$ cat src/rtl/jpib_pkg.sv
package jpib_pkg;

   // input transaction: one stick sample and two button levels
   typedef struct packed {
      logic [7:0] joy_x;
      logic [7:0] joy_y;
      logic       button_c;
      logic       button_z;
   } req_payload_type;

   // result transaction
   typedef struct packed {
      logic [7:0]         radius;
      logic [2:0]         octant;
      logic signed [31:0] sum_x;
      logic signed [31:0] sum_y;
      logic               z_press_event;
      logic               z_release_event;
      logic               mode_advanced;
      logic [2:0]         mode_index;
      logic               channel_advanced;
      logic [3:0]         channel;
   } rsp_payload_type;

   // register file decode, one 32-bit word per register
   localparam int unsigned CsrAddrWidth = 3;

   typedef enum logic {
      CSR_DEAD_ZONE  = 1'b0,
      CSR_MODE_COUNT = 1'b1
   } csr_index_type;

   localparam logic [6:0] DEAD_ZONE_RESET  = 7'd16;
   localparam logic [3:0] MODE_COUNT_RESET = 4'd3;
   localparam logic [3:0] MODE_COUNT_MAX   = 4'd8;
   localparam logic [7:0] AXIS_CENTRE      = 8'd128;
   localparam logic [7:0] RADIUS_MAX       = 8'd128;

endpackage

$ cat src/rtl/jpib_if.sv
interface jpib_req_if;
   logic                      valid;
   logic                      ready;
   jpib_pkg::req_payload_type payload;

   modport source (output valid, output payload, input ready);
   modport sink (input valid, input payload, output ready);
endinterface

interface jpib_rsp_if;
   logic                      valid;
   logic                      ready;
   jpib_pkg::rsp_payload_type payload;

   modport source (output valid, output payload, input ready);
   modport sink (input valid, input payload, output ready);
endinterface

$ cat src/rtl/joystick_polar_integrator_buttons_core.sv
// channel   | dir | handshake             | contents
// ----------+-----+-----------------------+--------------------------------------------
// req_chan  | in  | valid/ready           | joy_x, joy_y, button_c, button_z
// rsp_chan  | out | valid/ready           | radius, octant, sums, button events, mode, chan
// apb       | in  | psel/penable, pready  | dead_zone @ 0x0, mode_count @ 0x4
//
// one transaction per clock sustained while rsp_chan.ready stays high; a sample lands in the
// input register, then one pass of combinational logic (two 8x8 squares, 32-bit integrator
// adds, button edge logic) fills the result register, and rsp valid rises as it is loaded
// reset (synchronous, active high) clears integrators, button history, mode, channel
// and both pipeline valids, and loads dead_zone = 16, mode_count = 3
// a stalled rsp holds the result register and the input register; req_chan.ready
// stays high while the input register is empty or moving on
module joystick_polar_integrator_buttons_core (
   input  logic                                  clock,
   input  logic                                  reset,
   jpib_req_if.sink                              req_chan,
   jpib_rsp_if.source                            rsp_chan,
   input  logic                                  psel,
   input  logic                                  penable,
   input  logic                                  pwrite,
   input  logic [jpib_pkg::CsrAddrWidth-1:0]     paddr,
   input  logic [31:0]                           pwdata,
   output logic [31:0]                           prdata,
   output logic                                  pready
);

   // ---------------------------------------------------------------- config registers
   logic [6:0]              dead_zone_ff, dead_zone_in;
   logic [3:0]              mode_count_ff, mode_count_in;
   jpib_pkg::csr_index_type csr_index;
   logic                    csr_write;

   assign pready    = 1'b1;
   assign csr_index = jpib_pkg::csr_index_type'(paddr[2]);
   assign csr_write = psel && penable && pwrite && pready;

   always_comb begin
      dead_zone_in  = dead_zone_ff;
      mode_count_in = mode_count_ff;
      prdata        = '0;
      unique case (csr_index)
         jpib_pkg::CSR_DEAD_ZONE: begin
            prdata = {25'd0, dead_zone_ff};
            if (csr_write) dead_zone_in = pwdata[6:0];
         end
         jpib_pkg::CSR_MODE_COUNT: begin
            prdata = {28'd0, mode_count_ff};
            if (csr_write) mode_count_in = pwdata[3:0];
         end
         default: prdata = '0;
      endcase
   end

   // ---------------------------------------------------------------- pipeline control
   // advance: the result register is free or being emptied this cycle
   logic                      advance;
   logic                      fire;
   logic                      in_valid_ff, in_valid_in;
   jpib_pkg::req_payload_type in_data_ff, in_data_in;
   logic                      rsp_valid_ff, rsp_valid_in;
   jpib_pkg::rsp_payload_type rsp_data_ff, rsp_data_in;

   assign advance        = !rsp_valid_ff || rsp_chan.ready;
   assign req_chan.ready = !in_valid_ff || advance;
   assign fire           = in_valid_ff && advance;

   assign in_valid_in  = req_chan.ready ? req_chan.valid : in_valid_ff;
   assign in_data_in   = (req_chan.ready && req_chan.valid) ? req_chan.payload : in_data_ff;
   assign rsp_valid_in = advance ? in_valid_ff : rsp_valid_ff;

   assign rsp_chan.valid   = rsp_valid_ff;
   assign rsp_chan.payload = rsp_data_ff;

   // ---------------------------------------------------------------- stick geometry
   // centring wraps raw - 128 into a signed byte
   logic signed [7:0]  dx, dy;
   logic signed [8:0]  dx9, dy9, ndx9, ndy9, dz9, ndz9;
   logic signed [15:0] sq_x, sq_y;
   logic [7:0]         radius;
   logic [2:0]         octant;

   assign dx   = signed'(in_data_ff.joy_x - jpib_pkg::AXIS_CENTRE);
   assign dy   = signed'(in_data_ff.joy_y - jpib_pkg::AXIS_CENTRE);
   assign dx9  = 9'(dx);
   assign dy9  = 9'(dy);
   assign ndx9 = -dx9;
   assign ndy9 = -dy9;
   assign sq_x = 16'(dx) * 16'(dx);
   assign sq_y = 16'(dy) * 16'(dy);
   // each square >> 8 is at most 64, so the sum fits a byte
   assign radius = sq_x[15:8] + sq_y[15:8];

   // octants numbered clockwise from straight up
   always_comb begin
      if (!dx[7]) begin
         if (!dy[7]) octant = (dy9 >= dx9) ? 3'd0 : 3'd1;
         else        octant = (ndy9 >= dx9) ? 3'd3 : 3'd2;
      end else begin
         if (!dy[7]) octant = (dy9 >= ndx9) ? 3'd7 : 3'd6;
         else        octant = (ndy9 >= ndx9) ? 3'd4 : 3'd5;
      end
   end

   // ---------------------------------------------------------------- integrators
   logic signed [31:0] integ_x_ff, integ_x_in, integ_y_ff, integ_y_in;
   logic signed [31:0] sum_x, sum_y;
   logic               act_x, act_y;

   assign dz9   = signed'({2'b00, dead_zone_ff});
   assign ndz9  = -dz9;
   assign act_x = (dx9 > dz9) || (dx9 < ndz9);
   assign act_y = (dy9 > dz9) || (dy9 < ndz9);
   // wraps modulo 2^32
   assign sum_x = act_x ? integ_x_ff + 32'(dx) : integ_x_ff;
   assign sum_y = act_y ? integ_y_ff + 32'(dy) : integ_y_ff;

   // ---------------------------------------------------------------- buttons and mode
   logic       prev_c_ff, prev_c_in, prev_z_ff, prev_z_in;
   logic       inhibit_ff, inhibit_in;
   logic [2:0] mode_ff, mode_in;
   logic [3:0] channel_ff, channel_in;
   logic       btn_c, btn_z;
   logic       mode_adv, chan_adv, z_press, z_release;
   logic [3:0] mode_limit, mode_inc;
   logic [2:0] mode_next;
   logic [3:0] channel_next;

   assign btn_c = in_data_ff.button_c;
   assign btn_z = in_data_ff.button_z;

   assign mode_adv  = prev_c_ff && !btn_c && !inhibit_ff;
   assign chan_adv  = prev_c_ff && prev_z_ff && !btn_z;
   assign z_release = !prev_c_ff && prev_z_ff && !btn_z;
   assign z_press   = !prev_c_ff && !prev_z_ff && btn_z;

   // counts above eight behave as eight; a count of zero always lands on mode 0
   assign mode_limit   = (mode_count_ff > jpib_pkg::MODE_COUNT_MAX) ?
                         jpib_pkg::MODE_COUNT_MAX : mode_count_ff;
   assign mode_inc     = {1'b0, mode_ff} + 4'd1;
   assign mode_next    = (mode_inc >= mode_limit) ? 3'd0 : mode_inc[2:0];
   assign channel_next = chan_adv ? channel_ff + 4'd1 : channel_ff;

   always_comb begin
      prev_c_in  = prev_c_ff;
      prev_z_in  = prev_z_ff;
      inhibit_in = inhibit_ff;
      mode_in    = mode_ff;
      channel_in = channel_ff;
      integ_x_in = integ_x_ff;
      integ_y_in = integ_y_ff;
      if (fire) begin
         prev_c_in  = btn_c;
         prev_z_in  = btn_z;
         // inhibit set by a channel step, dropped once C is seen up
         inhibit_in = prev_c_ff ? (inhibit_ff || chan_adv) : 1'b0;
         mode_in    = mode_adv ? mode_next : mode_ff;
         channel_in = channel_next;
         // a mode change clears the integrators after they are reported
         integ_x_in = mode_adv ? '0 : sum_x;
         integ_y_in = mode_adv ? '0 : sum_y;
      end
   end

   always_comb begin
      rsp_data_in = rsp_data_ff;
      if (fire) begin
         rsp_data_in.radius           = radius;
         rsp_data_in.octant           = octant;
         rsp_data_in.sum_x            = sum_x;
         rsp_data_in.sum_y            = sum_y;
         rsp_data_in.z_press_event    = z_press;
         rsp_data_in.z_release_event  = z_release;
         rsp_data_in.mode_advanced    = mode_adv;
         rsp_data_in.mode_index       = mode_adv ? mode_next : mode_ff;
         rsp_data_in.channel_advanced = chan_adv;
         rsp_data_in.channel          = channel_next;
      end
   end

   // ---------------------------------------------------------------- registers
   always_ff @(posedge clock) begin
      if (reset) begin
         dead_zone_ff  <= jpib_pkg::DEAD_ZONE_RESET;
         mode_count_ff <= jpib_pkg::MODE_COUNT_RESET;
         in_valid_ff   <= 1'b0;
         rsp_valid_ff  <= 1'b0;
         integ_x_ff    <= '0;
         integ_y_ff    <= '0;
         prev_c_ff     <= 1'b0;
         prev_z_ff     <= 1'b0;
         inhibit_ff    <= 1'b0;
         mode_ff       <= '0;
         channel_ff    <= '0;
      end else begin
         dead_zone_ff  <= dead_zone_in;
         mode_count_ff <= mode_count_in;
         in_valid_ff   <= in_valid_in;
         rsp_valid_ff  <= rsp_valid_in;
         integ_x_ff    <= integ_x_in;
         integ_y_ff    <= integ_y_in;
         prev_c_ff     <= prev_c_in;
         prev_z_ff     <= prev_z_in;
         inhibit_ff    <= inhibit_in;
         mode_ff       <= mode_in;
         channel_ff    <= channel_in;
      end
   end

   // payload registers, no reset
   always_ff @(posedge clock) begin
      in_data_ff  <= in_data_in;
      rsp_data_ff <= rsp_data_in;
   end

endmodule

$ cat src/flat_wrapper.sv
// flat-port wrapper written by rule: the top's interface ports become plain ports
module joystick_polar_integrator_buttons_core_flat 
  (clock, reset, psel, penable, pwrite, paddr, pwdata, prdata, pready, req_chan_valid, req_chan_payload, req_chan_ready, rsp_chan_valid, rsp_chan_payload, rsp_chan_ready);
  jpib_req_if req_chan_i ();
  jpib_rsp_if rsp_chan_i ();
  input  logic clock;
  input  logic reset;
  input  logic psel;
  input  logic penable;
  input  logic pwrite;
  input  logic [jpib_pkg::CsrAddrWidth-1:0] paddr;
  input  logic [31:0] pwdata;
  output logic [31:0] prdata;
  output logic pready;
  input wire logic [$bits(req_chan_i.valid)-1:0] req_chan_valid;
  input wire logic [$bits(req_chan_i.payload)-1:0] req_chan_payload;
  output wire logic [$bits(req_chan_i.ready)-1:0] req_chan_ready;
  output wire logic [$bits(rsp_chan_i.valid)-1:0] rsp_chan_valid;
  output wire logic [$bits(rsp_chan_i.payload)-1:0] rsp_chan_payload;
  input wire logic [$bits(rsp_chan_i.ready)-1:0] rsp_chan_ready;
  assign req_chan_i.valid = req_chan_valid;
  assign req_chan_i.payload = req_chan_payload;
  assign req_chan_ready = req_chan_i.ready;
  assign rsp_chan_valid = rsp_chan_i.valid;
  assign rsp_chan_payload = rsp_chan_i.payload;
  assign rsp_chan_i.ready = rsp_chan_ready;
  joystick_polar_integrator_buttons_core u_core (.clock(clock), .reset(reset), .req_chan(req_chan_i), .rsp_chan(rsp_chan_i), .psel(psel), .penable(penable), .pwrite(pwrite), .paddr(paddr), .pwdata(pwdata), .prdata(prdata), .pready(pready));
endmodule
$ cat config.mk
export PLATFORM = sky130hd
export DESIGN_NAME = joystick_polar_integrator_buttons_core_flat
export DESIGN_NICKNAME = d
export VERILOG_FILES = /design/src/rtl/jpib_pkg.sv /design/src/rtl/jpib_if.sv /design/src/rtl/joystick_polar_integrator_buttons_core.sv /design/src/flat_wrapper.sv
export SDC_FILE = /design/constraint.sdc
export NUM_CORES = 1
export LEC_CHECK = 0
export BUFFER_PORTS_ARGS = -buffer_cell sky130_fd_sc_hd__buf_2
export CORE_MARGIN = 8
export CORE_UTILIZATION = 55
export CTS_CLUSTER_SIZE = 10
export DETAILED_ROUTE_END_ITERATION = 8
export GPL_ROUTABILITY_DRIVEN = 0
export PLACE_DENSITY_LB_ADDON = 0.2
export SLEW_MARGIN = 20
export SYNTH_ARGS = -nofsm -noshare
export SYNTH_HDL_FRONTEND = slang
export SYNTH_SLANG_ARGS = --single-unit
$ cat constraint.sdc
create_clock -name clock -period 7.3 [get_ports clock]
set_clock_uncertainty 0.2 [all_clocks]
set_input_delay 1.095 -clock clock [delete_from_list [all_inputs] [get_ports clock]]
set_output_delay 1.095 -clock clock [all_outputs]
set_load 0.02 [all_outputs]
# After elaboration in Yosys (flattened, before gate mapping)
# Index checks and enable logic that the tools add are counted.
# word_totals
ff_bits	191
latchBits	0
mem_bits_rw	0
romBits	0
output_inout_bits	121
n_memories	0
# classes
addsub	10
n_mul	2
div	0
order_cmp	10
eq_ne	0
shift	0
muxes	17
n_bitwise	1
reduce_logical	26
# ops
cell	count
32-bit 2-to-1 mux	4
32-bit by 8-bit adder with 32-bit output	2
32-bit one-hot mux with 2 select lines	1
8-bit by 8-bit multiplier with 16-bit output	2
8-bit by 9-bit < comparator with 1-bit output	2
8-bit negation with 9-bit output	2
8-bit > comparator	2
8-bit subtractor (second input constant)	2
1-bit logical AND	12
8-bit by 9-bit greater-or-equal comparator with 1-bit output	1
9-bit by 8-bit greater-or-equal comparator with 1-bit output	1
9-bit greater-or-equal comparator	1
3-bit 2-to-1 mux	3
7-bit negation with 9-bit output	1
8-bit adder	1
8-bit greater-or-equal comparator	1
4-bit 2-to-1 mux	2
1-bit logical NOT	7
1-bit logical OR	5
1-bit 2-to-1 mux	5
3-bit by 1-bit adder with 4-bit output (second input constant)	1
4-bit by 1-bit adder with 4-bit output (second input constant)	1
4-bit greater-or-equal comparator	1
4-bit > comparator (second input constant)	1
other kinds (3)	5

# Longest topological paths before layout
# Gate-level depths: netlist of the first run.
# depth
depth_word	6
depth_mapped	27
mapped_depth_nobuf	26

# Worst setup path after synthesis of the first run
# No wires, ideal clock.
# synth_timing
kind	register to register
start	register u_core.in_data_ff[17] (netlist name)
end	register u_core.rsp_data_ff (netlist bit u_core.rsp_chan.payload[85]), data pin
setup_ps	268
t_arrival_ps	6166
required_ps	6832
path_slack_ps	666
stages_incl_launch_ff	24
path_buffers	0
path_cell_list	edfxtp_1 clkinv_1 nand2_1 inv_1 ha_1 inv_1 fa_1 fa_1 fa_1 inv_1 ha_1 and3_1 a21oi_1 o21ai_1 o41a_1 a21oi_2 nor2b_1 o21a_1 nor2_1 ha_1 a21oi_1 o21ai_0 xnor2_1 xnor3_1
# synth_via
elab_chain_len	3
# synth_rtl
item	line	rtl
start, declared	joystick_polar_integrator_buttons_core.sv:60	jpib_pkg::req_payload_type in_data_ff, in_data_in;
start signal, assigned	joystick_polar_integrator_buttons_core.sv:212	in_data_ff <= in_data_in;
8-bit subtractor	joystick_polar_integrator_buttons_core.sv:83	assign dx = signed'(in_data_ff.joy_x - jpib_pkg::AXIS_CENTRE);
net u_core.dx[7]	joystick_polar_integrator_buttons_core.sv:77	logic signed [7:0] dx, dy;
8-bit by 8-bit multiplier with 16-bit output	joystick_polar_integrator_buttons_core.sv:89	assign sq_x = 16'(dx) * 16'(dx);
8-bit adder	joystick_polar_integrator_buttons_core.sv:92	assign radius = sq_x[15:8] + sq_y[15:8];
net u_core.radius[7]	joystick_polar_integrator_buttons_core.sv:80	logic [7:0] radius;
end signal, assigned	joystick_polar_integrator_buttons_core.sv:213	rsp_data_ff <= rsp_data_in;
end, declared	joystick_polar_integrator_buttons_core.sv:62	jpib_pkg::rsp_payload_type rsp_data_ff, rsp_data_in;
# The timed path passes the listed nets, and every way through them passes these cells.
# A chain may end at the register's enable or synchronous reset.

# Worst setup path after layout of the first run
# layout_timing
start	register u_core.in_data_ff[9] (netlist name)
end	register u_core.rsp_data_ff (netlist bit u_core.rsp_chan.payload[85]), data pin
# layout_via
elab_chain_len	3
# layout_rtl
item	line	rtl
8-bit subtractor	joystick_polar_integrator_buttons_core.sv:84	assign dy = signed'(in_data_ff.joy_y - jpib_pkg::AXIS_CENTRE);
8-bit by 8-bit multiplier with 16-bit output	joystick_polar_integrator_buttons_core.sv:90	assign sq_y = 16'(dy) * 16'(dy);
8-bit adder	joystick_polar_integrator_buttons_core.sv:92	
net u_core.radius[7]	joystick_polar_integrator_buttons_core.sv:80	
# The timed path passes the listed nets, and every way through them passes these cells.

==> impl_metrics.csv, run 1 <==
group,metric,value,unit
status,status,"completed",
floorplanning,start_util,55.8,%
min_path,hold_class,"reg -> reg",
finish,post-route-util,61.3,%
global_routing,grt-ovfl-total,0,
yosys,ys_seq_area_share,29.5,%
sta,slew_viol_final,0,
critical_path,worst_ep_arrival_time,6.79,ns
finish,layout.nets,2229,
yosys,synth_edf_count,104,
critical_path,slowest_stage,"edfxtp_1",
place,place.port_buffers,127,
drt,via_count,12907,
drt,drt_first_pass_iters,5,
clock_network,cts_setup_buffers,0,
global_routing,gr-usage-all-layers,22.1,%
sta,slew_headroom,34.6,%
yosys,syn_area_per_cell,9.36,um^2
critical_path,critPathMaxStageDelay,0.59,ns
yosys,synth_seq_cells,191,
finish,final_cell_mix,"ha_1 (196), inv_1 (182), nor2_1 (180)",
finish,multi_input_area,0.0106,mm^2
pwr,p_leak,8.53,nW
place,postPlaceCellArea,0.0175,mm^2
floorplanning,pin_count,181,
pwr,combPwrFrac,55.8,%
floorplanning,die_w,189,um
clock_network,root_buffer,"clkbuf_16",
floorplanning,core_area,0.0296,mm^2
yosys,syn_inst,1763,
finish,fillers,2478,
drt,wl,38600,um
critical_path,critical_path_required,7.31,ns
sta,worstMarginPinSlew,0.977,ns
global_routing,antenna_found_initial,0,
clock_network,clk_latency,0.47,ns
finish,fin_area,0.0181,mm^2
pwr,p_total,5.40,mW
place,dp_hpwl,29300,um
clock_network,tritoncts,"built",
sta,max_freq,148,MHz
drt,drc,0,
sta,fin_crit,6.78,ns
yosys,async_flop_share,0,%
clock_network,post_cts_resized,0,
place,dp.cells,2253,
clock_network,ctsHoldBuffers,0,
sta,period_share,92.9,%
yosys,ys_top_cells_by_area,"edfxtp_1 (19%), ha_1 (15%), fa_1 (11%)",
floorplanning,row_count,63,
drt,wl_per_cell,16.9,um
finish,area_growth,9.86,%
clock_network,cts.sinks,191,
sta,setup_viol,0,
critical_path,worstSetupPathType,"reg -> reg",
yosys,ys.flop_type,"edfxtp_1",
critical_path,crit_chain,"or2_2 -> fa_1 -> inv_1 -> fa_1 -> fa_1 -> inv_1 -> fa_1 -> inv_1 -> ha_1 -> and3_1 -> a21oi_1 -> o21ai_0 -> a21oi_1 -> ha_1 -> a21o_1 -> a21oi_1 -> o21bai_1 -> a21oi_1 -> o21ai_0 -> xnor2_1 -> xnor3_1",
drt,viasPerCell,5.65,
yosys,yosys_warnings,0,
finish,layout_commonest_cell,"ha_1",
pwr,seqPwrFrac,26.4,%
global_routing,grt_pass1_wl,65200,um
yosys,syn_area,0.0165,mm^2
pwr,clkPwrFrac,17.8,%
floorplanning,dieArea,0.0358,mm^2
sta,fin_tns_setup,0,ns
pwr,sw_frac_of_total,40.2,%
yosys,yosysTopAreaCellShare,18.9,%
sta,hold_viol,0,
pwr,switching_power,2.17,mW
pwr,vdd_ir_drop_max,0.777,mV
sta,hold_ws,0.282,ns
critical_path,path_max_fanout,10,
clock_network,h-tree-depth,4,
sta,setup_slack,0.521,ns
pwr,p_int,3.23,mW
place,place_ws,0.534,ns
clock_network,clk_pin_slew,0.08,ns
drt,drtIter0Drc,949,
finish,final_cells,2285,
critical_path,critical_path_buf_inv_count,3,
yosys,yosysUniqueCellTypes,82,
floorplanning,die_h,189,um
global_routing,grt_pass1_vias,13200,
critical_path,cp_top_family,"adder cells",
sta,rsz0062_at_grt,"false",
finish,antennaDiodeCount,0,
finish,post_route_cells_drive_above_1_share,12.5,%
drt,ant_nets,0,
clock_network,numCtsBuffers,17,
yosys,synth_top_area_cell,"edfxtp_1",
critical_path,cp-end-kind,"flip-flop",
pwr,powerDensity,298,mW/mm^2
critical_path,start_kind,"flip-flop",
clock_network,clockBufferDepth,2,
global_routing,grt_max_degree,78,
finish,seq_area,0.00486,mm^2
flow_run,maxCapViolCount,0,
==> registers in the layout, summed over array words and instances (netlist names), 3 cells and up <==
register and cells:
u_core.rsp_chan.payload 86, u_core.integ_x_ff 32, u_core.mode_count_ff 4, u_core.channel_ff 4, u_core.mode_ff 3, u_core.in_data_ff 16, u_core.integ_y_ff 32, u_core.dead_zone_ff 7
==> layout make-up <==
type,count,share of cell area [%]
multi-input combinational,1330,58.7
sequential,191,26.8
timing repair buffer,153,4.58
inverter,189,3.93
tap,390,2.69
clock buffer,19,2.56
clock inverter,13,0.738
==> synth_stat cells, types with 15 or more instances <==
master / instances
nor2b_1: 19
o21ai_0: 49
inv_1: 183
o21a_1: 20
ha_1: 196
a22oi_1: 37
clkbuf_1: 41
a22o_1: 20
xor2_1: 33
buf_4: 26
nand3_1: 27
a21o_1: 51
mux2_2: 24
fa_1: 91
a21oi_1: 115
edfxtp_1: 104
nor3_1: 24
nand2b_1: 15
dfxtp_1: 87
nand2_1: 146
xnor2_1: 81
nor2_1: 181
==> worst register-to-register path, cell delays in order (launching register included) <==
cell and delay, ns:
edfxtp_1 0.59, or2_2 0.39, fa_1 0.55, inv_1 0.06
fa_1 0.52, fa_1 0.56, inv_1 0.06, fa_1 0.53
inv_1 0.04, ha_1 0.32, and3_1 0.18, a21oi_1 0.11
o21ai_0 0.21, a21oi_1 0.41, ha_1 0.32, a21o_1 0.18
a21oi_1 0.24, o21bai_1 0.13, a21oi_1 0.23, o21ai_0 0.15
xnor2_1 0.15, xnor3_1 0.40
==> cell families after synthesis <==
| group | after synthesis | share of synthesized area [%] |
|---|---|---|
| flops | 191 | 29.5 |
| simple gates | 467 | 12.7 |
| fa+ha+maj | 287 | 25.9 |
| buf+inv | 266 | 6.68 |
| compound gates | 399 | 16.6 |
| xor+xnor | 115 | 6.19 |
| mux | 36 | 2.40 |
| other cells | 2 | 0.0455 |
==> power by group through the flow <==
stage	Clock [mW]	Combinational [mW]	Sequential, mW
floorplan	0	2.31	1.53
global placement	0	2.91	1.45
detailed placement	0	3.01	1.45
CTS	0.981	3.04	1.43
global route	1.01	3.45	1.44
finish	0.962	3.01	1.43
==> final timing paths <==
path,start,endpoint,slack (ns),depth (start not counted)
max,u_core.in_data_ff[9],u_core.rsp_chan.payload[85],0.52,21
min,u_core.prev_z_ff,u_core.prev_z_ff,0.28,2
max reg2reg,u_core.in_data_ff[9],u_core.rsp_chan.payload[85],0.52,21
min reg2reg,u_core.prev_z_ff,u_core.prev_z_ff,0.28,2
==> per-layer routing <==
metal,global-route usage [%],wire length (um)
met1,28.0,17200
met2,37.8,18600
met3,3.81,1940
met4,7.61,838
met5,0,0
Note: power is estimated with default switching activity, not from simulation.
==> inputs of run 2 (changes only) <==
--- a/config.mk
+++ b/config.mk
@@ -5,6 +5,7 @@
 export SDC_FILE = /design/constraint.sdc
 export NUM_CORES = 1
 export LEC_CHECK = 0
+export ABC_AREA = 1
 export BUFFER_PORTS_ARGS = -buffer_cell sky130_fd_sc_hd__buf_2
 export CORE_MARGIN = 8
 export CORE_UTILIZATION = 55
==> run 2 against run 1 <==
Against the previous run: count of clock-buffer cells in the layout shrank 1; routed wire length grew 21%; global-route usage grew 1.1 points; non-clock buffer count shrank 8; power grew 7.1%; critical endpoint unchanged.
==> impl_metrics.csv, run 2 <==
group,metric,value,unit
status,status,"completed",
yosys,yosys_warnings,0,
pwr,vdd_ir_drop_max,0.443,mV
yosys,ys.flop_type,"edfxtp_1",
clock_network,clockBufferDepth,2,
drt,ant_nets,0,
critical_path,worst_ep_arrival_time,6.32,ns
pwr,p_leak,10.8,nW
yosys,synth_seq_cells,191,
drt,wl_per_cell,14.7,um
yosys,yosysUniqueCellTypes,50,
flow_run,maxCapViolCount,0,
yosys,syn_inst,2604,
global_routing,grt-ovfl-total,0,
global_routing,gr-usage-all-layers,23.2,%
drt,viasPerCell,5.17,
min_path,hold_class,"reg -> reg",
sta,max_freq,159,MHz
yosys,yosysTopAreaCellShare,16.6,%
yosys,synth_top_area_cell,"edfxtp_1",
yosys,yosysMostFrequentCell,"nand2_1",
finish,antennaDiodeCount,0,
finish,final_cells,3171,
critical_path,path_max_fanout,14,
sta,slew_viol_final,0,
clock_network,cts_setup_buffers,0,
finish,final_cell_mix,"nand2_1 (787), inv_1 (478), ha_1 (196)",
floorplanning,start_util,55.9,%
yosys,syn_area_per_cell,7.21,um^2
yosys,syn_area,0.0188,mm^2
drt,via_count,16400,
clock_network,clk_pin_slew,0.08,ns
finish,area_growth,7.94,%
critical_path,worstSetupPathType,"reg -> reg",
clock_network,tritoncts,"built",
pwr,powerDensity,285,mW/mm^2
yosys,ys_top_cells_by_area,"edfxtp_1 (17%), nand2_1 (16%), ha_1 (13%)",
floorplanning,core_area,0.0336,mm^2
place,dp.cells,3139,
place,place.port_buffers,127,
global_routing,antenna_found_initial,0,
place,dp_hpwl,36000,um
clock_network,clk_latency,0.47,ns
yosys,async_flop_share,0,%
drt,drc,0,
yosys,synth_edf_count,104,
floorplanning,pin_count,181,
critical_path,cp-end-kind,"flip-flop",
sta,period_share,86.2,%
sta,slew_headroom,33.6,%
sta,worstMarginPinSlew,0.996,ns
drt,drt_first_pass_iters,7,
global_routing,grt_pass1_vias,16214,
pwr,p_total,5.79,mW
clock_network,numCtsBuffers,17,
finish,layout.nets,3057,
floorplanning,die_h,201,um
clock_network,h-tree-depth,4,
clock_network,post_cts_resized,0,
drt,wl,46500,um
finish,post-route-util,60.3,%
sta,setup_viol,0,
sta,fin_crit,6.29,ns
critical_path,ff2ff_setup_slack,1.01,ns
floorplanning,dieArea,0.0403,mm^2
finish,largest_reg_flops,86,
yosys,synth_commonest_cells,"nand2_1 (788), inv_1 (479), ha_1 (196), a21oi_1 (169), nor2_1 (139)",
floorplanning,row_count,67,
finish,post_route_cells_drive_above_1_share,9.44,%
sta,rsz0062_at_grt,"false",
yosys,ys_seq_area_share,25.9,%
global_routing,grt_pass1_wl,77900,um
drt,drtIter0Drc,995,
clock_network,cts.sinks,191,
sta,hold_viol,0,
critical_path,critical_path_required,7.33,ns
floorplanning,die_w,201,um
finish,layout_commonest_cell,"nand2_1",
critical_path,start_kind,"flip-flop",
clock_network,ctsHoldBuffers,0,
global_routing,grt_max_degree,76,
clock_network,root_buffer,"clkbuf_16",
sta,fin_tns_setup,0,ns
## run 2: power breakdown
part	internal, mW	leakage (nW)	switching [mW]
Clock	0.450	0.270	0.479
Combinational	1.31	8.79	2.12
Sequential	1.38	1.70	0.0557
## run 2: worst paths after layout
check / to / depth (start not counted) / startpoint
max: u_core.rsp_chan.payload[85] / 26 / u_core.in_data_ff[8]
min: u_core.channel_ff[1] / 2 / u_core.channel_ff[1]
max reg2reg: u_core.rsp_chan.payload[85] / 26 / u_core.in_data_ff[8]
min reg2reg: u_core.channel_ff[1] / 2 / u_core.channel_ff[1]
## run 2: per-stage QoR
stage                     area, um^2  hold slack (ns)  worst slack [ns]
after global placement         19700            0.268              1.13
after detailed placement       19700            0.277              1.01
final                          20300            0.283              1.01
after floorplan                18900            0.251              1.23
after CTS                      20300            0.287             0.975
after global routing           20300            0.306             0.629
## run 2: metal layers
layer	vias to the layer above	wire, um	GRT usage, %
li1	8303	-	-
met3	58	2800	3.66
met4	0	983	7.67
met5	-	0	0
met1	7628	20800	29.6
met2	411	21900	39.7
## run 2: cell type report
| type | instances | area, um^2 |
|---|---|---|
| multi-input cells | 1874 | 11700 |
| fillers | 3070 | 13300 |
| clock buffers | 18 | 429 |
| clock inverters | 14 | 128 |
| repair buffers | 145 | 771 |
| well taps | 448 | 561 |
| flip-flops and latches | 191 | 4860 |
| inverters | 481 | 1810 |
## run 2: kinds of logic (layout without fill, tap and decap cells)
group	count (synthesis)	in the layout	synth area share, %
AND/OR/NAND/NOR	1207	1207	26.9
buffers and inverters	563	658	12.3
adder cells (fa/ha/maj)	287	287	22.8
AO/OA/AOI/OAI	268	268	8.10
flip-flops	191	191	25.9
XOR/XNOR	86	86	4.01
other	2	26	0.0400
## run 2: critical path, stage by stage, from the launching register on
cell and delay (ns):
edfxtp_1 0.85, nand2_1 0.23, fa_1 0.53, fa_1 0.54, fa_1 0.53, fa_1 0.54, inv_1 0.04, ha_1 0.33
nand2_1 0.06, inv_1 0.09, nand3_1 0.08, o211ai_1 0.28, nand2_1 0.10, nand2_1 0.13, nand2_1 0.07, nand2_1 0.07
xor2_1 0.22, ha_1 0.23, nand2_1 0.08, or2_2 0.30, nand3_1 0.10, nand3b_1 0.13, nand2_1 0.06, nand2_1 0.08
nand2_1 0.05, nand2_1 0.06, nand2_1 0.04
